## src/rtl/hcbp_ram.sv

```systemverilog
// hcbp_ram: generic single-port ram with registered read
`timescale 1ns / 1ps
module hcbp_ram #(
  parameter int WIDTH = 8,
  parameter int DEPTH = 256
) (
  input  logic                     clk,
  input  logic                     en,
  input  logic                     we,
  input  logic [$clog2(DEPTH)-1:0] addr,
  input  logic [WIDTH-1:0]         wdata,
  output logic [WIDTH-1:0]         rdata
);

  logic [WIDTH-1:0] mem [DEPTH];

  always_ff @(posedge clk) begin
    if (en) begin
      if (we) begin
        mem[addr] <= wdata;
      end
      rdata <= mem[addr];
    end
  end

endmodule

```

## config.mk

```make
export PLATFORM = sky130hd
export DESIGN_NAME = hcbp_ram
export DESIGN_NICKNAME = d
export VERILOG_FILES = /design/src/rtl/hcbp_ram.sv
export SDC_FILE = /design/constraint.sdc
export NUM_CORES = 2
export LEC_CHECK = 0
export ABC_AREA = 1
export BUFFER_PORTS_ARGS = -buffer_cell sky130_fd_sc_hd__buf_4
export CORE_ASPECT_RATIO = 1.5
export CORE_MARGIN = 8
export CORE_UTILIZATION = 38
export CTS_CLUSTER_DIAMETER = 30
export CTS_CLUSTER_SIZE = 20
export DETAILED_ROUTE_END_ITERATION = 7
export GPL_ROUTABILITY_DRIVEN = 0
export PLACE_DENSITY = 0.51
export SYNTH_ARGS = -nofsm -noshare
export SYNTH_HDL_FRONTEND = slang
export SYNTH_SLANG_ARGS = --single-unit
```

## constraint.sdc

```tcl
create_clock -name clk -period 2.8 [get_ports clk]
set_input_delay 0.14 -clock clk [delete_from_list [all_inputs] [get_ports clk]]
set_output_delay 0.14 -clock clk [all_outputs]
set_load 0.02 [all_outputs]
```

==> After elaboration in Yosys (flattened, before gate mapping) <==
Memories as Yosys holds them, arrays and structs flattened. A register that Yosys moved wholly into a read port is not among the register bits.
Index checks and enable logic that the tools add are counted.
{ "classes": {"n_addsub": 0, "mul": 0, "n_div": 0, "n_lt_le_gt_ge": 0, "eq_ne": 0, "shift": 0, "mux": 3, "bitwise_logic": 0, "reduce_logical": 0} }
{ "ops": {"columns": ["op", "n"], "rows": [
  ["1-bit two-way mux", 3]
]} }
{ "word_totals": {"reg_bits": 0, "latchBits": 0, "mem_bits_rw": 2048, "rom_bits": 0, "in_bits": 19, "out_inout_bits": 8, "wordCells": 4, "mem_count": 1} }
{ "memory_table": {"columns": ["name", "depth", "word_bits", "rd", "rd_clocked_by_memory_dff", "write_ports", "line_no", "text"], "rows": [
  ["mem", 256, 8, 1, 1, 1, "15", "logic [WIDTH-1:0] mem [DEPTH];"]
]} }

==> Logic depth before layout (Yosys ltp) <==
{ "depth": {"depth_word": 3, "ltp_mapped": 17, "mapped_depth_nobuf": 13} }

==> Worst setup path after synthesis <==
No wires, ideal clock.
{ "synth_timing": {"path_type": "input to register", "startpoint": "input addr[0]", "endpoint": "memory mem[99][0], enable pin", "setup_time_ps": 370, "arrival_ps": 1765, "required_ps": 2430, "path_slack_ps": 664, "stages": 9, "n_path_buf": 5, "path_cell_list": "buf_2 inv_2 buf_6 buf_6 buf_2 nor3_2 nand2_1 clkbuf_1 nor2_1"} }
{ "synth_rtl": {"columns": ["element", "line_no", "text"], "rows": [
  ["start, declared", "10", "input logic [$clog2(DEPTH)-1:0] addr,"],
  ["end, declared", "15", null]
]} }
Straight into the memory's write port.

==> impl_metrics.tcl <==
set metrics [dict create \
    status "finished, final reports clean" \
    track_usage_pct 21.07 \
    synth_top_family_by_area "simple AND/OR/NAND/NOR gates" \
    cp-end-kind "flop" \
    grt_pass1_wl_um 381800 \
    row_count 212 \
    path_cells "nand2_1 -> nand2_1 -> nand2_1 -> nand2_1 -> nand2_1 -> nand2_1 -> o21ai_1 -> nand2_1 -> nor2_1 -> nor2_1 -> nor2_1 -> buf_4 -> nand2_1" \
    path_clk_slew_ns 0.06 \
    finalWorstSetupSlack_ns 0.4208 \
    hold_depth 5 \
    drc_errors 0 \
    path_class "flop to flop" \
    fin_setup_tns_ns 0 \
    cts_max_path_buffers 4 \
    routedWlPerCell_um 22.87 \
    cp-start-kind "flop" \
    start_util_pct 38.17 \
    setup_viol 0 \
    peakVddDrop_v 0.0005458 \
    dp_slack_ns -0.1808 \
    seq_area_frac_synth_pct 72.86 \
    cts_tree "yes" \
    synth_compound_area_share_pct 0.7560 \
    antenna_found_initial 9 \
    crit_slowest_cell "nor2_1" \
    critical-path-top-delay-family "simple AND/OR/NAND/NOR gates" \
    cap_violations 0 \
    slew_headroom_pct 30.93 \
    wl_um 260100 \
    worst-path-max-fanout 1 \
    grt_pass1_vias 57880 \
    syn_area_um2 84740 \
    finalCritPeriodShare_pct 84.97 \
    htree_num_levels 5 \
    synthXorXnorAreaFrac_pct 0 \
    crit_top_cell "nand2_1" \
    synthDistinctLibCells 16 \
    dp.final_hpwl_um 157200 \
    die_h_um 594.3 \
    fmax_ghz 0.4203 \
    synthMuxAreaShare_pct 0 \
    hp-class "input port to flop" \
    grt_max_degree 182 \
    cp_slowest_stage_delay_ns 0.38 \
    pin_count 27 \
    die_area_um2 238700 \
    worst_pin_slew_ns 1.036 \
    gr-usage-met3_pct 2.872 \
    drv_slew 0 \
    cts_setup_buffers 0 \
    leakage_nw 40.38 \
    detail_route.iter0.violations 4298 \
    required_ns 3.38 \
    clock_skew_ns 0.06041 \
    syn_nets 7817 \
    cts_buffers 324 \
    layout-drive-gt1-share_pct 13.06 \
    power_frac_seq_pct 43.0 \
    top_usage_layer "met2" \
    switchingPower_mw 18.24 \
    r2r_end "rdata[1]$_DFFE_PP_" \
    rr_worst_depth 13 \
    hold_viol_final 0 \
    rrSetupSlack_ns 0.42 \
    insertion_delay_ns 0.85 \
    synth-seq-cells 2056 \
    syn_to_final_growth_pct 21.41 \
    antenna_left 0 \
    clockRootBuffer "clkbuf_16" \
    core_um2 222000 \
    synthCells 7798 \
    dieWidth_um 401.6 \
    rsz0062_at_grt "no" \
    comb_power_share_pct 5.1 \
    p_sw_share_pct 23.08 \
    io_buffers 26 \
    power_density_nw_per_um2 768.2 \
    crit_buf_inv 1 \
    grt_overflow_total 0 \
    avgSynthCellArea_um2 10.87 \
    r2r_start "mem[133][1]$_DFFE_PP_" \
    crit_arrival_ns 2.96 \
    fin_nets 8236 \
    clock_sinks 2056 \
    ys.warnings.count 0 \
    p_clk_share_pct 51.9 \
    hold_end "mem[82][6]$_DFFE_PP_" \
    dr.pass1.iters 5 \
    min_period_ns 2.379 \
    viasPerCell 5.114 \
    grt_use_met1_pct 26.21 \
    internal_power_mw 60.80 \
    synth_fa_ha_area_share_pct 0 \
    yosys.area_share.simple_pct 24.03 \
    num_vias 58160 \
    worstHoldStart "addr[7]" \
    grt_util_met2_pct 37.34 \
]
cell usage after synthesis (all sizes together):
cell type / instances / share of area, %
o21ai: 128 / 0.76
nor3: 2 / 0.024
nand4: 132 / 0.97
buf: 207 / 1.2
edfxtp: 2056 / 73
inv: 12 / 0.053
clkinv: 2 / 0.0089
nand2: 4102 / 18
nor2: 344 / 1.5
clkbuf: 249 / 1.1
nand3: 564 / 3.3
how the worst max path moves through the flow:
stage | start | end | slack (ns) | depth (start not counted)
2_1_floorplan | addr[0] | mem[99][0]$_DFFE_PP_ | 0.66 | 9
3_3_place_gp | addr[0] | rdata[4]$_DFFE_PP_ | -0.19 | 14
3_5_place_dp | addr[0] | rdata[4]$_DFFE_PP_ | -0.18 | 14
4_1_cts | mem[133][1]$_DFFE_PP_ | rdata[1]$_DFFE_PP_ | 0.39 | 13
5_1_grt | mem[133][1]$_DFFE_PP_ | rdata[1]$_DFFE_PP_ | 0.31 | 13
6_report | mem[133][1]$_DFFE_PP_ | rdata[1]$_DFFE_PP_ | 0.42 | 13
layout by cell type, fill, tap and decap left out, types with 4 or more instances in the layout:
| cell type | n |
|---|---|
| clkinv_8 | 13 |
| diode_2 | 4 |
| inv_1 | 10 |
| nand4_1 | 132 |
| nor2_1 | 338 |
| clkinvlp_4 | 41 |
| inv_8 | 16 |
| buf_8 | 10 |
| nand3_1 | 560 |
| inv_6 | 45 |
| nand3_2 | 4 |
| clkbuf_16 | 331 |
| o21ai_1 | 128 |
| clkinv_2 | 26 |
| buf_12 | 76 |
| buf_4 | 454 |
| dlygate4sd3_1 | 9 |
| edfxtp_1 | 2056 |
| clkbuf_1 | 24 |
| nand2_2 | 8 |
| nand2_1 | 4094 |
| clkinv_1 | 22 |
| clkinv_4 | 33 |
| bufinv_16 | 41 |
| nor2_4 | 6 |
sequential cells by signal, indices dropped and copies added (netlist names):
| register | count |
|---|---|
| mem | 2048 |
| rdata | 8 |
cells by family (layout without fill, tap and decap cells):
logic type,count (synthesis),after routing
simple gates,5144,5144
flops,2056,2056
other cells,0,4
buf+inv,470,1153
compound gates,128,128
timing repair:
action	in CTS	in global routing
hold endpoints to repair	590	0
resized for setup	0	0
hold buffers	9	0
worst reg2reg max path: stages (launching register included):
cell      delay, ns
edfxtp_1       0.37
nand2_1        0.07
nand2_1        0.08
nand2_1        0.06
nand2_1        0.07
nand2_1        0.06
nand2_1        0.09
o21ai_1        0.32
nand2_1        0.23
nor2_1         0.38
nor2_1         0.08
nor2_1         0.12
buf_4          0.14
nand2_1        0.05
final cells by class:
cell class | count | area [um^2]
Antenna cell | 4 | 10.01
Clock buffer | 355 | 8373
Clock inverter | 235 | 2815
Fill cell | 20150 | 119100
Inverter | 14 | 75.07
Multi-Input combinational cell | 5272 | 21080
Sequential cell | 2056 | 61740
Tap cell | 2889 | 3615
Timing Repair Buffer | 549 | 5170
routing by layer:
layer | vias up | wire length [um] | share of wire (%)
li1 | 27230 | - | -
met3 | 458 | 13260 | 5.1
met1 | 28760 | 105300 | 40
met2 | 1710 | 131600 | 51
met5 | - | 10 | 0.0038
met4 | 2 | 9878 | 3.8
power by group through the flow:
stage	Clock, mW	Sequential (mW)	Combinational (mW)
finish	41.0	34.0	4.07
global route	42.8	33.9	4.42
CTS	41.6	34.0	4.11
detailed placement	0	34.6	4.09
global placement	0	34.6	4.08
floorplan	0	34.6	1.94
stage by stage:
| stage | hold slack, ns | util [%] | total power, mW | instances | cell area [um^2] |
|---|---|---|---|---|---|
| global placement | 0.5910 | 41.25 | 38.66 | 10770 | 91590 |
| CTS | 0.05931 | 46.33 | 79.67 | 11370 | 102900 |
| floorplan | 0.2389 | - | 36.53 | 7798 | 84740 |
| finish | 0.1147 | 46.34 | 79.03 | 11370 | 102900 |
| detailed placement | 0.5868 | 41.25 | 38.66 | 10770 | 91590 |
| global route | 0.1207 | 46.34 | 81.13 | 11370 | 102900 |
(Power assumes the default switching activity.)
