### config.mk
export PLATFORM = sky130hd
export DESIGN_NAME = hcbp_out_fifo
export DESIGN_NICKNAME = d
export VERILOG_FILES = /design/src/rtl/hcbp_pkg.sv /design/src/rtl/hcbp_out_fifo.sv
export SDC_FILE = /design/constraint.sdc
export NUM_CORES = 1
export LEC_CHECK = 0
export ABC_AREA = 1
export BUFFER_PORTS_ARGS = -buffer_cell sky130_fd_sc_hd__buf_4
export CAP_MARGIN = 20
export CORE_MARGIN = 5
export CORE_UTILIZATION = 56
export DETAILED_ROUTE_END_ITERATION = 10
export PLACE_DENSITY = 0.82
export REMOVE_ABC_BUFFERS = 1
export SLEW_MARGIN = 30
export SYNTH_ARGS = -nofsm -noshare
export SYNTH_HDL_FRONTEND = slang
export SYNTH_SLANG_ARGS = --single-unit
### constraint.sdc
create_clock -name clk -period 3.1 [get_ports clk]
set_input_delay 0.93 -clock clk [delete_from_list [all_inputs] [get_ports clk]]
set_output_delay 0.93 -clock clk [all_outputs]
set_load 0.02 [all_outputs]
### src/rtl/hcbp_pkg.sv
// hcbp_pkg: shared types and constants of the huffman code bit packer
`timescale 1ns / 1ps
package hcbp_pkg;

  localparam int CODE_W     = 16;              // code_bits field
  localparam int LEN_W      = 5;               // code_len field
  localparam int ENTRY_W    = LEN_W + CODE_W;  // table entry: {len, code}
  localparam int BYTE_W     = 8;
  localparam int PEND_W     = 7;               // bits that never form a full byte
  localparam int PCNT_W     = 3;
  localparam int ACC_W      = CODE_W + PEND_W; // pending bits followed by one code
  localparam int TOTAL_W    = 5;               // up to 7 + 16 bits
  localparam int FIFO_DEPTH = 4;
  localparam int FIFO_AW    = 2;
  localparam int FIFO_CW    = 3;

  typedef enum logic [1:0] {
    ACT_LOAD   = 2'd0,
    ACT_ENCODE = 2'd1,
    ACT_FLUSH  = 2'd2,
    ACT_NONE   = 2'd3
  } action_t;

  // words produced by one item: the last of them carries tlast
  typedef struct packed {
    logic [1:0]        n;
    logic [BYTE_W-1:0] first_word;
    logic [BYTE_W-1:0] second_word;
  } push_t;

endpackage

### src/rtl/hcbp_out_fifo.sv
// hcbp_out_fifo: small output queue taking up to two words per cycle
`timescale 1ns / 1ps
module hcbp_out_fifo
  import hcbp_pkg::*;
(
  input  logic              clk,
  input  logic              rst,
  input  push_t             push,
  output logic              space2,
  output logic              m_valid,
  input  logic              m_ready,
  output logic [BYTE_W-1:0] m_word,
  output logic              m_last
);

  logic [BYTE_W:0]      mem [FIFO_DEPTH];
  logic [FIFO_AW-1:0]   wr_ptr;
  logic [FIFO_AW-1:0]   rd_ptr;
  logic [FIFO_CW-1:0]   count;
  logic [FIFO_AW-1:0]   wr_ptr1;
  logic                 pop;

  assign wr_ptr1 = wr_ptr + FIFO_AW'(1);
  assign pop     = m_valid && m_ready;
  assign m_valid = count != '0;
  assign space2  = count <= FIFO_CW'(FIFO_DEPTH - 2);
  assign m_word  = mem[rd_ptr][BYTE_W-1:0];
  assign m_last  = mem[rd_ptr][BYTE_W];

  always_ff @(posedge clk) begin
    if (push.n != 2'd0) begin
      mem[wr_ptr] <= {push.n == 2'd1, push.first_word};
    end
    if (push.n == 2'd2) begin
      mem[wr_ptr1] <= {1'b1, push.second_word};
    end
  end

  always_ff @(posedge clk) begin
    if (rst) begin
      wr_ptr <= '0;
      rd_ptr <= '0;
      count  <= '0;
    end else begin
      wr_ptr <= wr_ptr + FIFO_AW'(push.n);
      if (pop) begin
        rd_ptr <= rd_ptr + FIFO_AW'(1);
      end
      count <= count + FIFO_CW'(push.n) - FIFO_CW'(pop);
    end
  end

  a_no_overflow: assert property (@(posedge clk) disable iff (rst)
    push.n != 2'd0 |-> (4'(count) + 4'(push.n)) <= 4'(FIFO_DEPTH))
    else $error("output queue overflow");

  a_count_range: assert property (@(posedge clk) disable iff (rst)
    count <= FIFO_CW'(FIFO_DEPTH))
    else $error("output queue count out of range");

  a_pop_drains: assert property (@(posedge clk) disable iff (rst)
    (pop && push.n == 2'd0) |=> count == $past(count) - FIFO_CW'(1))
    else $error("queue count did not drop on pop");

endmodule
After elaboration in Yosys (flattened, before gate mapping)

Memories as Yosys holds them, arrays and structs flattened. A register that Yosys moved wholly into a read port is not among the register bits.
Cells that the tools add are included.

Flip-flop bits (word level): 7
Latch bits: 0
Memories: 1
Input bits: 21
Bits in writable memories: 36
ROM bits: 0

Shift operators: 0
Multipliers: 0
Reductions and logical operators: 3
Divide/modulo/power cells: 0
Bitwise operators: 0
Mux-type cells: 6
Add/sub/neg operators: 5
Equal/unequal tests: 2
Magnitude comparators: 1

Memory list:

| memory | words | width | rd ports | clocked after memory_dff | wr ports | RTL line            | source |
|---|---|---|---|---|---|---|---|
| mem    | 4     | 9     | 1        | 1                        | 2        | hcbp_out_fifo.sv:16 | `logic [BYTE_W:0] mem [FIFO_DEPTH];` |

Operators by type and width:

| cell                  | count |
|---|---|
| $add A2 B1 Y2 const B | 2 |
| $mux W1               | 4 |
| $mux W2               | 2 |
| $add A3 B2 Y3         | 1 |
| $le A3 B2 Y1 const B  | 1 |
| $reduce_bool A3 Y1    | 1 |
| $sub A3 B1 Y3         | 1 |
| $add A2 B2 Y2         | 1 |
| $eq A2 B1 Y1 const B  | 1 |
| $eq A2 B2 Y1 const B  | 1 |
| $reduce_bool A2 Y1    | 1 |
| $logic_and A1 B1 Y1   | 1 |

Logic depth before layout (Yosys ltp)

Depth after elaboration: 4
Depth in mapped cells: 10
Depth with buffers taken out: 10

Least setup slack after synthesis

OpenSTA, ideal clock, no wires.

Kind: input to register
Start: in m_ready
End: reg count[2]
Setup slack: 0.658 ns
Cell stages on the path: 8
Required time: 2.985 ns
Setup time: 0.115 ns
Data arrival time: 2.327 ns
Cells stage by stage: a21boi_0 ha_1 inv_1 ha_1 fa_1 or2_2 a21oi_1 nor2_1

Word-level cells in the longest chain between the ends: 2

Ends and longest elaborated chain:

| element                | RTL line            | source |
|---|---|---|
| start: declaration     | hcbp_out_fifo.sv:11 | `input logic m_ready,` |
| $logic_and A1 B1 Y1    | hcbp_out_fifo.sv:24 | `assign pop = m_valid && m_ready;` |
| $sub A3 B1 Y3          | hcbp_out_fifo.sv:49 | `count <= count + FIFO_CW'(push.n) - FIFO_CW'(pop);` |
| end signal: assignment | hcbp_out_fifo.sv:49 |  |
| end: declaration       | hcbp_out_fifo.sv:19 | `logic [FIFO_CW-1:0] count;` |

No other way between the ends.
A chain may end at the register's enable or synchronous reset.

==> summary.txt <==
GRT
  – GR Overflow Total: 0
  – Vias in the first global route: between 1500 and 2000
  – Gr usage total: 0.205
  – Largest net degree at the start of global routing: 19
  – First-pass GRT wire length: between 8 and 9 mm
  – Initial antenna violation count: 0

Status
  – Status: finished, final reports clean

STA
  – Tmin final: between 2 and 3 ns
  – Final setup vio count: 0
  – Fmax: ~400 MHz
  – Hold Slack: 0.481 ns
  – Setup TNS: 0 ns
  – Pins Over Slew Limit: 0
  – Final Hold Fails: 0
  – Worst Slack Setup Final: 0.598 ns
  – Slew headroom: 0.687
  – Period utilisation layout: 0.807
  – Clock skew: just over 0.008 ns
  – RSZ-0062 raised after global routing: false
  – Worst slew pin tran: ~0.47 ns

Floorplan
  – Die Ht: 73.3 um
  – Rows: 23
  – Initial Utilization: 0.570
  – Area of the core: a little under 0.004 sq mm
  – I/O Pins: 32
  – DIE AREA: 0.00538 sq mm
  – Horiz. Die Dim: roughly 73 um

Synth
  – Synthesized area per cell: around 9 sq um
  – Cell variety after synth: 21
  – Seq/Total Area, Yosys: 0.543
  – Mapped cell area: about 0.0022 sq mm
  – Synth warn: 0
  – Mapped Cells: ~260
  – Synth Register Bits: 45

Critical path
  – Req. time, crit path: 2.17 ns
  – Worst setup SP type: flip-flop
  – Setup Crit Path Kind: flip-flop to output pin
  – FF-to-FF End: count[2]
  – Flop2flop setup slack: between 1 and 1.5 ns
  – Critical R2R Launch: count[2]
  – Critical-path maximum fanout: 18
  – Reg2Reg Depth: 9
  – Worst Setup End Kind: output pin
  – Critical path endpoint: m_word[6]
  – Worst EP arrival: about 1.6 ns

Clock network
  – Clock transition at path regs: 0.08 ns
  – CTS Buffer Depth: 2
  – # hold bufs at CTS: 0
  – Num CTS Buffers: 5
  – Resize count post-CTS: 0
  – Root buffer cell: clkbuf_8
  – Worst-Skew Late Latency: 0.29 ns
  – CTS tree: yes
  – Num Clock Sinks: 45
  – Setup bufs post-CTS: 0
  – H-tree levels: 2

Layout
  – # diodes: 0
  – Layout cells sized above 1: 0.185
  – Final cell count without fillers: about 340
  – Area Growth Syn to Fin: 17.2%
  – Final #Nets: between 300 and 400
  – Post-route cell area: 0.00263 sq mm

Route
  – 1st-pass router iterations: 5
  – Post-route ant nets: 0
  – DRC violation count after routing: 0
  – Via/cell ratio: between 5 and 6
  – Final WL: 5.00 mm
  – Vias: about 1900
  – Routed len/inst: roughly 15 um
  – Starting DRT DRC Count: approximately 210

Placed design
  – Hpwl dp: 3.32 mm
  – Post-Place Cell Area: 0.00253 sq mm
  – Pre-CTS WS: 0.464 ns
  – Placed Cells: ~330
  – I/O Buffers: 31
  – Placer Congestion: ~0.85

Power
  – Internal power: between 1 and 1.5 mW
  – Switch Pwr: ~640 uW
  – Clock network power share: 0.230
  – Pwr per Cell Area: between 700 and 800 mW/mm^2
  – Sw Share: 0.342
  – Seq pwr share: 0.430
  – Peak supply drop: between 0.4 and 0.5 mV
  – Combinational group share of total power: 0.341
  – LEAKAGE: approximately 1.1 nW

Hold path
  – Hold path startpoint: mem[1][8]
  – Worst Hold Class: flip-flop to flip-flop

Run
  – Max-cap viol count: 0
worst max-delay path, cell delays in order (launching register included):
cell and delay (ns):
dfxtp_1 0.56, inv_2 0.23, o21ai_0 0.23, o22ai_1 0.10
buf_4 0.16
metrics by stage:
stage	power, mW	util
after global routing	1.99	0.668
after floorplan	1.21	-
after global placement	1.44	0.641
after detailed placement	1.45	0.641
final	1.86	0.668
after CTS	1.87	0.668
worst min-delay path by stage:
stage	to	slack [ns]	cells past startpoint
2_1_floorplan	mem[0][8]	0.43	2
3_3_place_gp	mem[1][8]	0.45	2
3_5_place_dp	mem[1][8]	0.46	2
4_1_cts	mem[1][8]	0.48	2
5_1_grt	mem[2][8]	0.50	2
6_report	mem[1][8]	0.48	2
registers in the layout, indices dropped and copies added (netlist names), named ones only:
name and flops:
wr_ptr 2, count 3, mem 36, rd_ptr 2
layout by cell type (no fill, tap or decap):
master,count
o21ai_0,50
clkinv_1,1
nand2_1,49
a21oi_1,5
edfxtp_1,32
fa_1,1
inv_2,5
bufinv_16,1
inv_1,28
nor2_4,2
nor2_1,29
dfxtp_1,13
nand3_1,15
nand2_4,2
a21boi_0,1
clkbuf_8,5
ha_1,4
clkbuf_1,1
nor2_2,2
buf_4,32
nand2_2,3
nor2_8,1
o22ai_1,9
or2_2,1
logic make-up after synthesis:
family | Yosys count | share of synthesized area
buffers and inverters | 37 | 0.0651
DFF | 45 | 0.543
AOI/OAI and AO/OA | 65 | 0.151
adders and majority gates | 5 | 0.0312
and+or+nand+nor | 104 | 0.209
cell type report:
class	count	area [sq um]
clock inverter	2	33.8
clock buffer	6	72.6
multi-input combinational	174	880
tap	50	62.6
fill	303	1310
inverter	33	124
timing repair buffer	32	240
sequential	45	1220
layer usage:
layer,GRT usage,wire [um]
met1,0.256,1960
met2,0.355,2570
met3,0.0410,398
met4,0.0664,65
met5,0,0
cell usage after synthesis:
library cell,number,area (sq um)
nor2_4,2,22.5
nor2_8,1,20.0
nor2_2,2,12.5
nand3_1,15,75.1
inv_2,5,18.8
nor2_1,29,109
fa_1,1,20.0
a21oi_1,5,25.0
o22ai_1,9,56.3
buf_2,3,15.0
edfxtp_1,32,961
nand2_4,2,22.5
nand2_1,49,184
dfxtp_1,13,260
or2_2,1,6.26
o21ai_0,50,250
inv_1,28,105
ha_1,4,50.1
buf_4,1,7.51
nand2_2,3,18.8
a21boi_0,1,7.51
power groups by stage:
stage | logic [mW] | clock network [mW] | registers (mW)
final | 0.635 | 0.428 | 0.801
after CTS | 0.640 | 0.429 | 0.800
after detailed placement | 0.636 | 0 | 0.813
after floorplan | 0.402 | 0 | 0.803
after global placement | 0.623 | 0 | 0.813
after global routing | 0.716 | 0.461 | 0.812
No activity file was read; power rests on OpenSTA's default activity.
